`config.mk`:
```
export PLATFORM = sky130hd
export DESIGN_NAME = lru_block_cache_directory
export DESIGN_NICKNAME = d
export VERILOG_FILES = /design/src/rtl/lbcd_pkg.sv /design/src/rtl/lbcd_cell.sv /design/src/rtl/lru_block_cache_directory.sv
export SDC_FILE = /design/constraint.sdc
export NUM_CORES = 2
export LEC_CHECK = 0
export ABC_AREA = 1
export CORE_ASPECT_RATIO = 1.1
export CORE_MARGIN = 8
export CORE_UTILIZATION = 40
export CTS_BUF_LIST = sky130_fd_sc_hd__clkbuf_16
export DETAILED_ROUTE_END_ITERATION = 16
export DONT_BUFFER_PORTS = 1
export GPL_ROUTABILITY_DRIVEN = 0
export HOLD_SLACK_MARGIN = 0.05
export SYNTH_ARGS = -nofsm -noshare
export SYNTH_HDL_FRONTEND = slang
export SYNTH_SLANG_ARGS = --single-unit
```
`constraint.sdc`:
```
create_clock -name clk -period 6.9 [get_ports clk]
set_input_delay 1.38 -clock clk [delete_from_list [all_inputs] [get_ports clk]]
set_output_delay 1.38 -clock clk [all_outputs]
set_load 0.03 [all_outputs]
```
`src/rtl/lbcd_pkg.sv`:
```
`default_nettype none

package lbcd_pkg;

	// Request information broadcast to every cell of the chain.
	typedef struct packed {
		logic [31:0] addr;
		logic        hit;
		logic        commit;
	} lbcd_ctl_t;

	// Information handed from one cell to the next along the chain.
	typedef struct packed {
		logic        found;
		logic        taken;
		logic [31:0] addr;
	} lbcd_link_t;

	localparam int unsigned ADDR_W = 32;
	localparam int unsigned CNT_W  = 32;
	localparam int unsigned CAP_W  = 5;
	localparam logic [CAP_W-1:0] CAP_RESET = 5'd16;

endpackage

`default_nettype wire

```
`src/rtl/lbcd_cell.sv`:
```
`default_nettype none

// One recency position of the directory: holds a slot number and the address in that slot.
module lbcd_cell #(
	parameter int IDX = 0,
	parameter int SW  = 4,
	parameter int FW  = 5
) (
	input  wire logic               clk,
	input  wire logic               arst_n,
	input  wire lbcd_pkg::lbcd_ctl_t  ctl,
	input  wire logic [FW-1:0]      filled,
	input  wire logic [FW-1:0]      pos,
	input  wire logic [SW-1:0]      prev_slot,
	input  wire logic [31:0]        prev_addr,
	input  wire lbcd_pkg::lbcd_link_t link_in,
	input  wire logic [SW-1:0]      slot_in,
	output lbcd_pkg::lbcd_link_t    link_out,
	output logic [SW-1:0]           slot_out,
	output logic [SW-1:0]           own_slot,
	output logic [31:0]             own_addr
);

	logic [SW-1:0] slot_q;
	logic [31:0]   addr_q;
	logic          in_use;
	logic          match;
	logic          sel;
	logic          shift;

	assign in_use = FW'(IDX) < filled;
	assign match  = in_use && (addr_q == ctl.addr);

	// On a hit the first matching position is chosen, on a miss the fill or victim position.
	assign sel = ctl.hit ? (match && !link_in.found) : (FW'(IDX) == pos);

	assign link_out.found = link_in.found | match;
	assign link_out.taken = link_in.taken | sel;
	assign link_out.addr  = sel ? addr_q : link_in.addr;
	assign slot_out       = sel ? slot_q : slot_in;

	// Every position up to and including the chosen one moves back by one place.
	assign shift = ctl.commit && !link_in.taken;

	always_ff @(posedge clk or negedge arst_n) begin
		if (!arst_n) begin
			slot_q <= SW'(IDX);
		end else if (shift) begin
			slot_q <= prev_slot;
		end
	end

	always_ff @(posedge clk) begin
		if (shift) begin
			addr_q <= prev_addr;
		end
	end

	assign own_slot = slot_q;
	assign own_addr = addr_q;

endmodule

`default_nettype wire

```
`src/rtl/lru_block_cache_directory.sv`:
```
// Channel   | Direction | Handshake                    | Payload
// s_axis    | in        | s_axis_tvalid/s_axis_tready  | tuser: action; tdata: block_addr
// m_axis    | out       | m_axis_tvalid/m_axis_tready  | tdata: result fields and counters
// cfg       | in        | cfg_valid/cfg_ready          | cfg_data: capacity
//
// Each request is captured first and then looked up and updated. The lookup and update
// are done by the compare-and-shift chain of recency cells, which settles the hit search,
// the victim choice and the shift of the recency order combinationally.
// A new request is taken once the previous result has been loaded into the output register.
// If the output is stalled, the captured request waits until the output register frees.
// Reset is asynchronous; it puts the recency order back to ascending slot numbers, clears
// the fill count and counters and sets the capacity to sixteen.
`default_nettype none

module lru_block_cache_directory #(
	parameter int MAX_ENTRIES = 16
) (
	input  wire logic         clk,
	input  wire logic         arst_n,
	input  wire logic         s_axis_tvalid,
	output logic              s_axis_tready,
	input  wire logic [31:0]  s_axis_tdata,   // [31:0] block_addr
	input  wire logic [0:0]   s_axis_tuser,   // [0] action (0 read, 1 write)
	output logic              m_axis_tvalid,
	input  wire logic         m_axis_tready,
	// [0] hit, [4:1] slot, [5] evicted, [37:6] evicted_addr, [38] status,
	// [70:39] read_hits, [102:71] read_misses, [134:103] write_hits,
	// [166:135] write_misses, [167] zero
	output logic [167:0]      m_axis_tdata,
	input  wire logic         cfg_valid,
	output logic              cfg_ready,
	input  wire logic [4:0]   cfg_data        // [4:0] capacity
);

	// Slot numbers and the fill count are sized from the number of entries.
	localparam int SW = $clog2(MAX_ENTRIES);
	localparam int FW = $clog2(MAX_ENTRIES + 1);
	localparam int CW = (FW > 5) ? FW : 5;

	// Configuration register; it is always ready. Writes must arrive only when idle; the block does not enforce it.
	logic [4:0] capacity_q;

	assign cfg_ready = 1'b1;

	always_ff @(posedge clk or negedge arst_n) begin
		if (!arst_n) begin
			capacity_q <= lbcd_pkg::CAP_RESET;
		end else if (cfg_valid) begin
			capacity_q <= cfg_data;
		end
	end

	// Request capture. The block works on one request at a time.
	logic        busy_q;
	logic        action_s1;
	logic [31:0] addr_s1;
	logic        in_fire;
	logic        fire;
	logic        commit;

	assign s_axis_tready = !busy_q;
	assign in_fire       = s_axis_tvalid && s_axis_tready;
	assign fire          = busy_q && (!m_axis_tvalid || m_axis_tready);
	assign commit        = fire && (addr_s1 != 32'd0);

	always_ff @(posedge clk or negedge arst_n) begin
		if (!arst_n) begin
			busy_q <= 1'b0;
		end else if (in_fire) begin
			busy_q <= 1'b1;
		end else if (fire) begin
			busy_q <= 1'b0;
		end
	end

	always_ff @(posedge clk) begin
		if (in_fire) begin
			action_s1 <= s_axis_tuser[0];
			addr_s1   <= s_axis_tdata;
		end
	end

	// Effective capacity: zero acts as one, anything above the entry count is clipped.
	logic [FW-1:0] filled_q;
	logic [CW-1:0] cap_ext;
	logic [CW-1:0] cap_eff;
	logic          has_room;
	logic [FW-1:0] pos;

	assign cap_ext  = CW'(capacity_q);
	assign cap_eff  = (cap_ext == '0) ? CW'(1) :
		((cap_ext > CW'(MAX_ENTRIES)) ? CW'(MAX_ENTRIES) : cap_ext);
	assign has_room = CW'(filled_q) < cap_eff;

	// On a miss the new address goes to the first free position, or replaces the last used one.
	assign pos = has_room ? filled_q : (filled_q - FW'(1));

	// The cell chain. Position 0 is the most recent entry.
	lbcd_pkg::lbcd_ctl_t  ctl;
	lbcd_pkg::lbcd_link_t link [0:MAX_ENTRIES];
	logic [SW-1:0]        sel_slot [0:MAX_ENTRIES];
	logic [SW-1:0]        cell_slot [0:MAX_ENTRIES-1];
	logic [31:0]          cell_addr [0:MAX_ENTRIES-1];
	logic                 hit;

	assign link[0]     = '{found: 1'b0, taken: 1'b0, addr: 32'd0};
	assign sel_slot[0] = '0;
	assign hit         = link[MAX_ENTRIES].found;

	assign ctl.addr   = addr_s1;
	assign ctl.hit    = hit;
	assign ctl.commit = commit;

	for (genvar p = 0; p < MAX_ENTRIES; p++) begin : g_cell
		logic [SW-1:0] prev_slot;
		logic [31:0]   prev_addr;

		// The front cell takes the chosen slot together with the requested address.
		if (p == 0) begin : g_front
			assign prev_slot = sel_slot[MAX_ENTRIES];
			assign prev_addr = addr_s1;
		end else begin : g_rest
			assign prev_slot = cell_slot[p-1];
			assign prev_addr = cell_addr[p-1];
		end

		lbcd_cell #(
			.IDX (p),
			.SW  (SW),
			.FW  (FW)
		) u_cell (
			.clk       (clk),
			.arst_n    (arst_n),
			.ctl       (ctl),
			.filled    (filled_q),
			.pos       (pos),
			.prev_slot (prev_slot),
			.prev_addr (prev_addr),
			.link_in   (link[p]),
			.slot_in   (sel_slot[p]),
			.link_out  (link[p+1]),
			.slot_out  (sel_slot[p+1]),
			.own_slot  (cell_slot[p]),
			.own_addr  (cell_addr[p])
		);
	end

	// Fill count grows on a miss while there is still room.
	always_ff @(posedge clk or negedge arst_n) begin
		if (!arst_n) begin
			filled_q <= '0;
		end else if (commit && !hit && has_room) begin
			filled_q <= filled_q + FW'(1);
		end
	end

	// Hit and miss counters, wrapping at 32 bits.
	logic [31:0] rd_hit_q;
	logic [31:0] rd_miss_q;
	logic [31:0] wr_hit_q;
	logic [31:0] wr_miss_q;
	logic [31:0] rd_hit_d;
	logic [31:0] rd_miss_d;
	logic [31:0] wr_hit_d;
	logic [31:0] wr_miss_d;

	always_comb begin
		rd_hit_d  = rd_hit_q;
		rd_miss_d = rd_miss_q;
		wr_hit_d  = wr_hit_q;
		wr_miss_d = wr_miss_q;
		if (commit) begin
			if (action_s1) begin
				if (hit) wr_hit_d = wr_hit_q + 32'd1;
				else     wr_miss_d = wr_miss_q + 32'd1;
			end else begin
				if (hit) rd_hit_d = rd_hit_q + 32'd1;
				else     rd_miss_d = rd_miss_q + 32'd1;
			end
		end
	end

	always_ff @(posedge clk or negedge arst_n) begin
		if (!arst_n) begin
			rd_hit_q  <= '0;
			rd_miss_q <= '0;
			wr_hit_q  <= '0;
			wr_miss_q <= '0;
		end else begin
			rd_hit_q  <= rd_hit_d;
			rd_miss_q <= rd_miss_d;
			wr_hit_q  <= wr_hit_d;
			wr_miss_q <= wr_miss_d;
		end
	end

	// Result fields. A zero address reports only its status and the unchanged counters.
	logic          addr_ok;
	logic [SW+3:0] slot_wide;
	logic          res_hit;
	logic [3:0]    res_slot;
	logic          res_evicted;
	logic [31:0]   res_ev_addr;
	logic          res_status;

	assign addr_ok     = addr_s1 != 32'd0;
	assign slot_wide   = {4'b0000, sel_slot[MAX_ENTRIES]};
	assign res_hit     = addr_ok && hit;
	assign res_slot    = addr_ok ? slot_wide[3:0] : 4'd0;
	assign res_evicted = addr_ok && !hit && !has_room;
	assign res_ev_addr = res_evicted ? link[MAX_ENTRIES].addr : 32'd0;
	assign res_status  = !addr_ok;

	// Output register: it holds the result until the downstream side takes it.
	always_ff @(posedge clk or negedge arst_n) begin
		if (!arst_n) begin
			m_axis_tvalid <= 1'b0;
		end else if (fire) begin
			m_axis_tvalid <= 1'b1;
		end else if (m_axis_tready) begin
			m_axis_tvalid <= 1'b0;
		end
	end

	always_ff @(posedge clk) begin
		if (fire) begin
			m_axis_tdata <= {1'b0, wr_miss_d, wr_hit_d, rd_miss_d, rd_hit_d,
				res_status, res_ev_addr, res_evicted, res_slot, res_hit};
		end
	end

endmodule

`default_nettype wire

```
# Word-level counts from Yosys, hierarchy flattened
# Index checks and enable logic that the tools add are counted.
[word_totals]
out_inout_bits = 171
regBits = 916
word_cells = 291
inputBits = 43
[op_classes]
n_eq_ne = 31
add_sub_neg = 6
muxes = 67
reduce_logical = 95
order_cmp = 18
bitwise_logic = 29
[ops]
columns = ["op", "count"]
rows = [
  ["32-bit two-way mux", 28],
  ["32-bit equality test", 16],
  ["32-bit by 1-bit adder with 32-bit output (second input constant)", 4],
  ["4-bit two-way mux", 16],
  ["1-bit logical AND", 54],
  ["4-bit by 5-bit equality test with 1-bit output (first input constant)", 8],
  ["4-bit by 5-bit < comparator with 1-bit output (first input constant)", 8],
  ["1-bit logical NOT", 35],
  ["32-bit nonzero test", 1],
  ["1-bit OR", 29],
  ["3-bit by 5-bit equality test with 1-bit output (first input constant)", 4],
  ["3-bit by 5-bit < comparator with 1-bit output (first input constant)", 4],
  ["1-bit two-way mux", 20],
  ["5-bit two-way mux", 3],
  ["2-bit by 5-bit equality test with 1-bit output (first input constant)", 2],
  ["5-bit logical NOT", 2],
  ["1-bit by 5-bit < comparator with 1-bit output (first input constant)", 2],
  ["2-bit by 5-bit < comparator with 1-bit output (first input constant)", 2],
  ["5-bit by 1-bit adder with 5-bit output (second input constant)", 1],
  ["1-bit by 5-bit equality test with 1-bit output (first input constant)", 1],
  ["5-bit > comparator (second input constant)", 1],
  ["5-bit < comparator", 1],
  ["5-bit by 1-bit subtractor with 5-bit output (second input constant)", 1],
  ["2-bit nonzero test", 2],
  ["1-bit logical OR", 1],
]

# Longest topological paths before layout
[depth]
word_depth = 34
ltp_mapped = 35
ltp_nobuf = 34

# By module
# From an unflattened synthesis, not the netlist that was laid out.
[unflattened]
hier_cells = 6163
area_unflattened_um2 = 52064.9
[by_module_without_submodules]
columns = ["module", "cells_per_inst", "area_per_inst_um2", "instances", "seq_area_each_um2"]
rows = [
  ["lru_block_cache_directory", 1257, 14286.2, 1, 9510.4],
  ["lbcd_cell (g_cell[15].u_cell)", 328, 2531.2, 1, 1066.0],
  ["lbcd_cell (g_cell[11].u_cell)", 322, 2491.1, 1, 1064.8],
  ["lbcd_cell (g_cell[5].u_cell)", 315, 2366.0, 1, 1063.5],
  ["lbcd_cell (g_cell[8].u_cell)", 314, 2364.8, 1, 1062.3],
  ["lbcd_cell (g_cell[10].u_cell)", 311, 2359.8, 1, 1063.5],
  ["lbcd_cell (g_cell[12].u_cell)", 308, 2356.0, 1, 1063.5],
  ["lbcd_cell (g_cell[3].u_cell)", 311, 2354.8, 1, 1063.5],
  ["lbcd_cell (g_cell[7].u_cell)", 308, 2351.0, 1, 1064.8],
  ["lbcd_cell (g_cell[9].u_cell)", 307, 2349.8, 1, 1063.5],
  ["lbcd_cell (g_cell[1].u_cell)", 307, 2343.5, 1, 1062.3],
  ["lbcd_cell (g_cell[6].u_cell)", 304, 2339.7, 1, 1063.5],
  ["lbcd_cell (g_cell[0].u_cell)", 303, 2333.5, 1, 1061.0],
  ["lbcd_cell (g_cell[13].u_cell)", 300, 2333.5, 1, 1064.8],
  ["3 more rows", "n/a", "n/a", "n/a", "n/a"],
]

# Least setup slack after synthesis
# No wires, ideal clock.
[synth_timing]
path_kind = "register to register"
from = "reg capacity_q[4] (netlist: cap_ext[4])"
to = "reg g_cell[10].u_cell.addr_q[0], enable pin"
setup_ps = 387
path_slack_ps = 662
synth_period_minus_slack_ps = 6238
n_path_buf = 1
stages_incl_launch_ff = 27
required_ps = 6513
arrival_time_ps = 5852
cell_sequence = "dfstp_2 -> inv_1 -> ha_1 -> nand2_1 -> o21a_1 -> nand2_1 -> nand2_1 -> nor3_1 -> xor2_1 -> nand2_1 -> nor2_1 -> inv_1 -> nor2_1 -> nand3_1 -> nand2_1 -> nor2_8 -> nand2_4 -> nor2_4 -> nand2_4 -> nor2_8 -> nand2_4 -> nor2_8 -> inv_2 -> nor2_2 -> buf_4 -> nand2_4 -> inv_1"
[synth_between]
elab_chain_len = 18
word_cells_on_any_way = 37
cone_classes = "order compare (2); eq/ne (9); mux (13); bitwise (9); reduce/logical (4)"
[synth_rtl]
columns = ["item", "line", "rtl"]
rows = [
  ["start: declaration", "lru_block_cache_directory.sv:41", "logic [4:0] capacity_q;"],
  ["start signal: assignment", "lru_block_cache_directory.sv:47", "capacity_q <= lbcd_pkg::CAP_RESET;"],
  ["start signal: assignment", "lru_block_cache_directory.sv:49", "capacity_q <= cfg_data;"],
  ["5-bit > comparator", "lru_block_cache_directory.sv:92", "((cap_ext > CW'(MAX_ENTRIES)) ? CW'(MAX_ENTRIES) : cap_ext);"],
  ["5-bit two-way mux", "lru_block_cache_directory.sv:92", ""],
  ["5-bit two-way mux (*)", "lru_block_cache_directory.sv:91", "assign cap_eff = (cap_ext == '0) ? CW'(1) :"],
  ["5-bit < comparator (*)", "lru_block_cache_directory.sv:93", "assign has_room = CW'(filled_q) < cap_eff;"],
  ["5-bit two-way mux (*)", "lru_block_cache_directory.sv:96", "assign pos = has_room ? filled_q : (filled_q - FW'(1));"],
  ["1-bit by 5-bit equality test with 1-bit output or 5-bit logical NOT (tied branches)", "lbcd_cell.sv:35", "assign sel = ctl.hit ? (match && !link_in.found) : (FW'(IDX) == pos);"],
  ["1-bit two-way mux", "lbcd_cell.sv:35", ""],
  ["1-bit OR (8 in series)", "lbcd_cell.sv:38", "assign link_out.taken = link_in.taken | sel;"],
  ["1-bit OR (*)", "lbcd_cell.sv:38", ""],
  ["1-bit logical NOT (*)", "lbcd_cell.sv:43", "assign shift = ctl.commit && !link_in.taken;"],
  ["1-bit logical AND (*)", "lbcd_cell.sv:43", ""],
  ["via g_cell[10].u_cell.shift", "lbcd_cell.sv:29", "logic shift;"],
  ["end signal: assignment", "lbcd_cell.sv:55", "addr_q <= prev_addr;"],
  ["end: declaration", "lbcd_cell.sv:25", "logic [31:0] addr_q;"],
]
# The timed path passes the listed nets; every way through them passes the cells marked *.
# A chain may end at the register's enable or synchronous reset.

# Worst setup path in the final report
[layout_timing]
from = "reg addr_s1[3]"
to = "reg g_cell[15].u_cell.addr_q[3], enable pin"
[layout_between]
elab_chain_len = 34
word_cells_on_any_way = 108
cone_classes = "eq/ne (16); mux (15); bitwise (29); reduce/logical (48)"
[layout_rtl]
columns = ["item", "line", "rtl"]
rows = [
  ["start: declaration", "lru_block_cache_directory.sv:56", "logic [31:0] addr_s1;"],
  ["start signal: assignment", "lru_block_cache_directory.sv:79", "addr_s1 <= s_axis_tdata;"],
  ["32-bit equality test", "lbcd_cell.sv:32", "assign match = in_use && (addr_q == ctl.addr);"],
  ["1-bit logical AND", "lbcd_cell.sv:32", ""],
  ["1-bit OR (15 in series)", "lbcd_cell.sv:37", "assign link_out.found = link_in.found | match;"],
  ["1-bit two-way mux", "lbcd_cell.sv:35", ""],
  ["1-bit OR (14 in series)", "lbcd_cell.sv:38", ""],
  ["1-bit logical NOT", "lbcd_cell.sv:43", ""],
  ["1-bit logical AND (*)", "lbcd_cell.sv:43", ""],
  ["via g_cell[15].u_cell.shift", "lbcd_cell.sv:29", ""],
  ["end signal: assignment", "lbcd_cell.sv:55", ""],
  ["end: declaration", "lbcd_cell.sv:25", ""],
]
# Marks and branches as above.

==> results.md <==
* P&R area growth vs syn at 10.8%
* Int Pwr at 0.0159 W
* Post-synth top area share at 0.452
* Worst-skew pair later-pin latency at 0.72 ns
* EDFF count, synth at 712
* Pins Over Slew Limit at 0
* CP arrival at 7.04 ns
* Critical Path Sink Type: register
* Clock power frac at 0.189
* Final Hold Viols at 0
* Setup TNS at 0 ns
* Antenna viol nets, final at 0
* Port bufs at 0
* CTS H-tree lvls at 3
* Area after DPL at 0.0490 sq mm
* Dominant synthesized flop cell: edfxtp_1
* Die H at 377 um
* Crit path from: addr_s1[3]$_DFFE_PP_
* WL final at 166,000 um
* Register area at ~0.027 sq mm
* WS Path Type: register to register
* Largest net degree at the start of global routing at 205
* Syn nets at slightly above 5,000
* Total track usage at 0.248
* Resize count post-CTS at 0
* Initial DRC count at between 4,000 and 5,000
* Clk sinks at 916
* Async set-reset flop share out of synthesis at 0.223
* Multi-input gate area at approximately 0.018 sq mm
* # rows at 132
* CP required at 7.25 ns
* Commonest non-fill, non-tap cell in the layout: nand2_1
* Die ar. at around 0.13 sq mm
* Most frequent cells in the layout: nand2_1, edfxtp_1, nor2_1
* Final Power at 0.0298 W
* Drc violations at 0
* PD cells at 567 mW/mm^2
* Synth Instances at 5,096
* Final worst path period need at between 6 and 7 ns
* Hold Buf Count CTS at 0
* Setup Buffers After CTS at 0
* Cell variety after synth at 58
* Setup Skew at around 0.047 ns
* Sw frac at 0.467
* Routed length per instance at 24.5 um
* Root buf cell: clkbuf_16
* Final instance area at 0.0525 sq mm
* CP Max Fanout at 32
* TritonRoute pass-1 iters at 7
* Synth warn at 0
* CTS tree: done
* RR Startpoint: addr_s1[3]$_DFFE_PP_
* Leakage power at 21.0 nW
* Layout fillers at 11,100
* Status: completed
* Worst-Margin Slew at approximately 1.3 ns
* Global-route wire length before repair at approximately 240,000 um
* Post-DR vias/cell at 5.61
* Chip Width at 344 um
* Vias in the first global route at 37,200
* Top cells by area, synth: edfxtp_1, nand2_1, dfrtp_1
* Seq pwr share at 0.417
* Max-cap violation count at 0
* Sequential share of the synthesized area at 0.561
* Synth Area per Inst at 9.29 sq um
* Initial antenna violation count at 4
* Total CTS buffers at roughly 100
* Synth area leader: edfxtp_1
* FF+latch count, synth at ~920
* Synthesized area at 0.0473 sq mm
* Logic pwr share at 0.394
* Routed via count at between 30,000 and 40,000
* Sw power at ~0.014 W
* Period Utilization, post-route at 0.970
* Share of cells above drive strength 1 at 0.0875
* CTS Buffer Depth at 3
* Final #Nets at 5,179
* Hold_ws at 0.378 ns
* Dpl cells at 6,562
* RSZ-0062 raised after global routing: no
* HP Class: input pin to async pin
* CP startpoint kind: register
* Final setup vio count at 0
* Core Box Area at 0.118 sq mm
* Clock Pin Slew Worst Setup and Hold Paths at 0.07 ns
* Starting density of the core at 0.402
* GRT overflow at 0
* FMAX at 149 MHz
* Peak supply drop at 0.000390 V
* IO Pins at 214
* Max transition margin at 0.146
* DP HPWL at 128,000 um
* Non-Filler Instances at 6,755
stage by stage:
step | worst slack (ns) | util
detailed placement | 0.808 | 0.417
floorplan | 0.662 | -
global placement | 0.949 | 0.417
global route | 0.0908 | 0.446
finish | 0.205 | 0.446
CTS | 0.785 | 0.446
per-layer routing:
metal / global-route usage / part of all wire / up-vias
met5: 0 / 0.00013 / -
met4: 0.155 / 0.072 / 4
met3: 0.0562 / 0.10 / 666
met2: 0.404 / 0.46 / 2390
met1: 0.298 / 0.37 / 17600
li1: - / - / 17200
layout make-up:
class / instances / area share
well taps: 1541 / 0.0368
multi-input cells: 3483 / 0.342
inverters: 543 / 0.0390
flip-flops and latches: 916 / 0.506
diodes: 3 / 0.000143
clock buffers: 102 / 0.0487
clock inverters: 88 / 0.0167
repair buffers: 79 / 0.0113
critical path: stages, from the launching register on:
cell      delay (ns)
edfxtp_1        0.77
inv_2           0.35
nand2_1         0.23
o21ai_0         0.11
nor3_1          0.15
nand4_1         0.10
nor4_1          0.54
nand4_1         0.79
nand2_1         0.64
nand2_2         0.34
nand2_4         0.36
nand2_4         0.15
nor2_8          0.14
nand2_4         0.07
nor2_4          0.11
nand2_4         0.10
nor2_8          0.11
nand2_4         0.10
nor2_8          0.17
nand3_4         0.17
nor2_8          0.18
nand3_2         0.12
inv_1           0.08
buf_4           0.39
cell usage after synthesis, types with 73 or more instances:
cell         n
or2_2       93
nor2_1     542
a21oi_1     73
xnor2_1    236
o21ai_0    145
xor2_1     154
nor3_1      98
inv_1      510
nor4_1     116
nand3_1    228
edfxtp_1   712
dfrtp_1    171
nand4_1    336
nand2_1   1301
path summary, 6_finish.rpt:
check,endpoint,slack [ns],depth (start not counted)
max,g_cell[15].u_cell.own_addr[3]$_DFFE_PP_,0.20,23
min,rd_hit_q[5]$_DFF_PN0_,0.38,0
max reg2reg,g_cell[15].u_cell.own_addr[3]$_DFFE_PP_,0.20,23
min reg2reg,g_cell[9].u_cell.own_addr[22]$_DFFE_PP_,0.45,0
max in group asynchronous,g_cell[3].u_cell.own_slot[2]$_DFFE_PN0P_,5.82,0
min in group clk,g_cell[9].u_cell.own_addr[22]$_DFFE_PP_,0.45,0
power by group through the flow:
stage	Combinational, W	Sequential, W	Clock (W)
after floorplan	0.00727	0.0116	0
after global placement	0.0111	0.0124	0
final	0.0117	0.0124	0.00561
after global routing	0.0125	0.0127	0.00588
after CTS	0.0113	0.0124	0.00569
after detailed placement	0.0112	0.0125	0
flip-flops by register name, summed over array words and instances (netlist names):
signal	cells
wr_miss_q	32
m_axis_tvalid	1
addr_s1	32
g_cell.u_cell.own_addr	512
wr_hit_q	32
rd_miss_q	32
g_cell.u_cell.own_slot	64
m_axis_tdata	167
cap_ext	5
filled_q	5
action_s1	1
rd_hit_q	32
busy_q	1
cell families after synthesis:
family	Yosys count	synth area share
and+or+nand+nor	2813	0.271
DFF	916	0.561
buffers and inverters	697	0.0620
xor gates and xnor gates	391	0.0725
AOI/OAI and AO/OA	259	0.0292
adders and majority gates	11	0.00291
muxes	7	0.00167
other	2	0.000159
No activity file was read; power rests on OpenSTA's default activity.
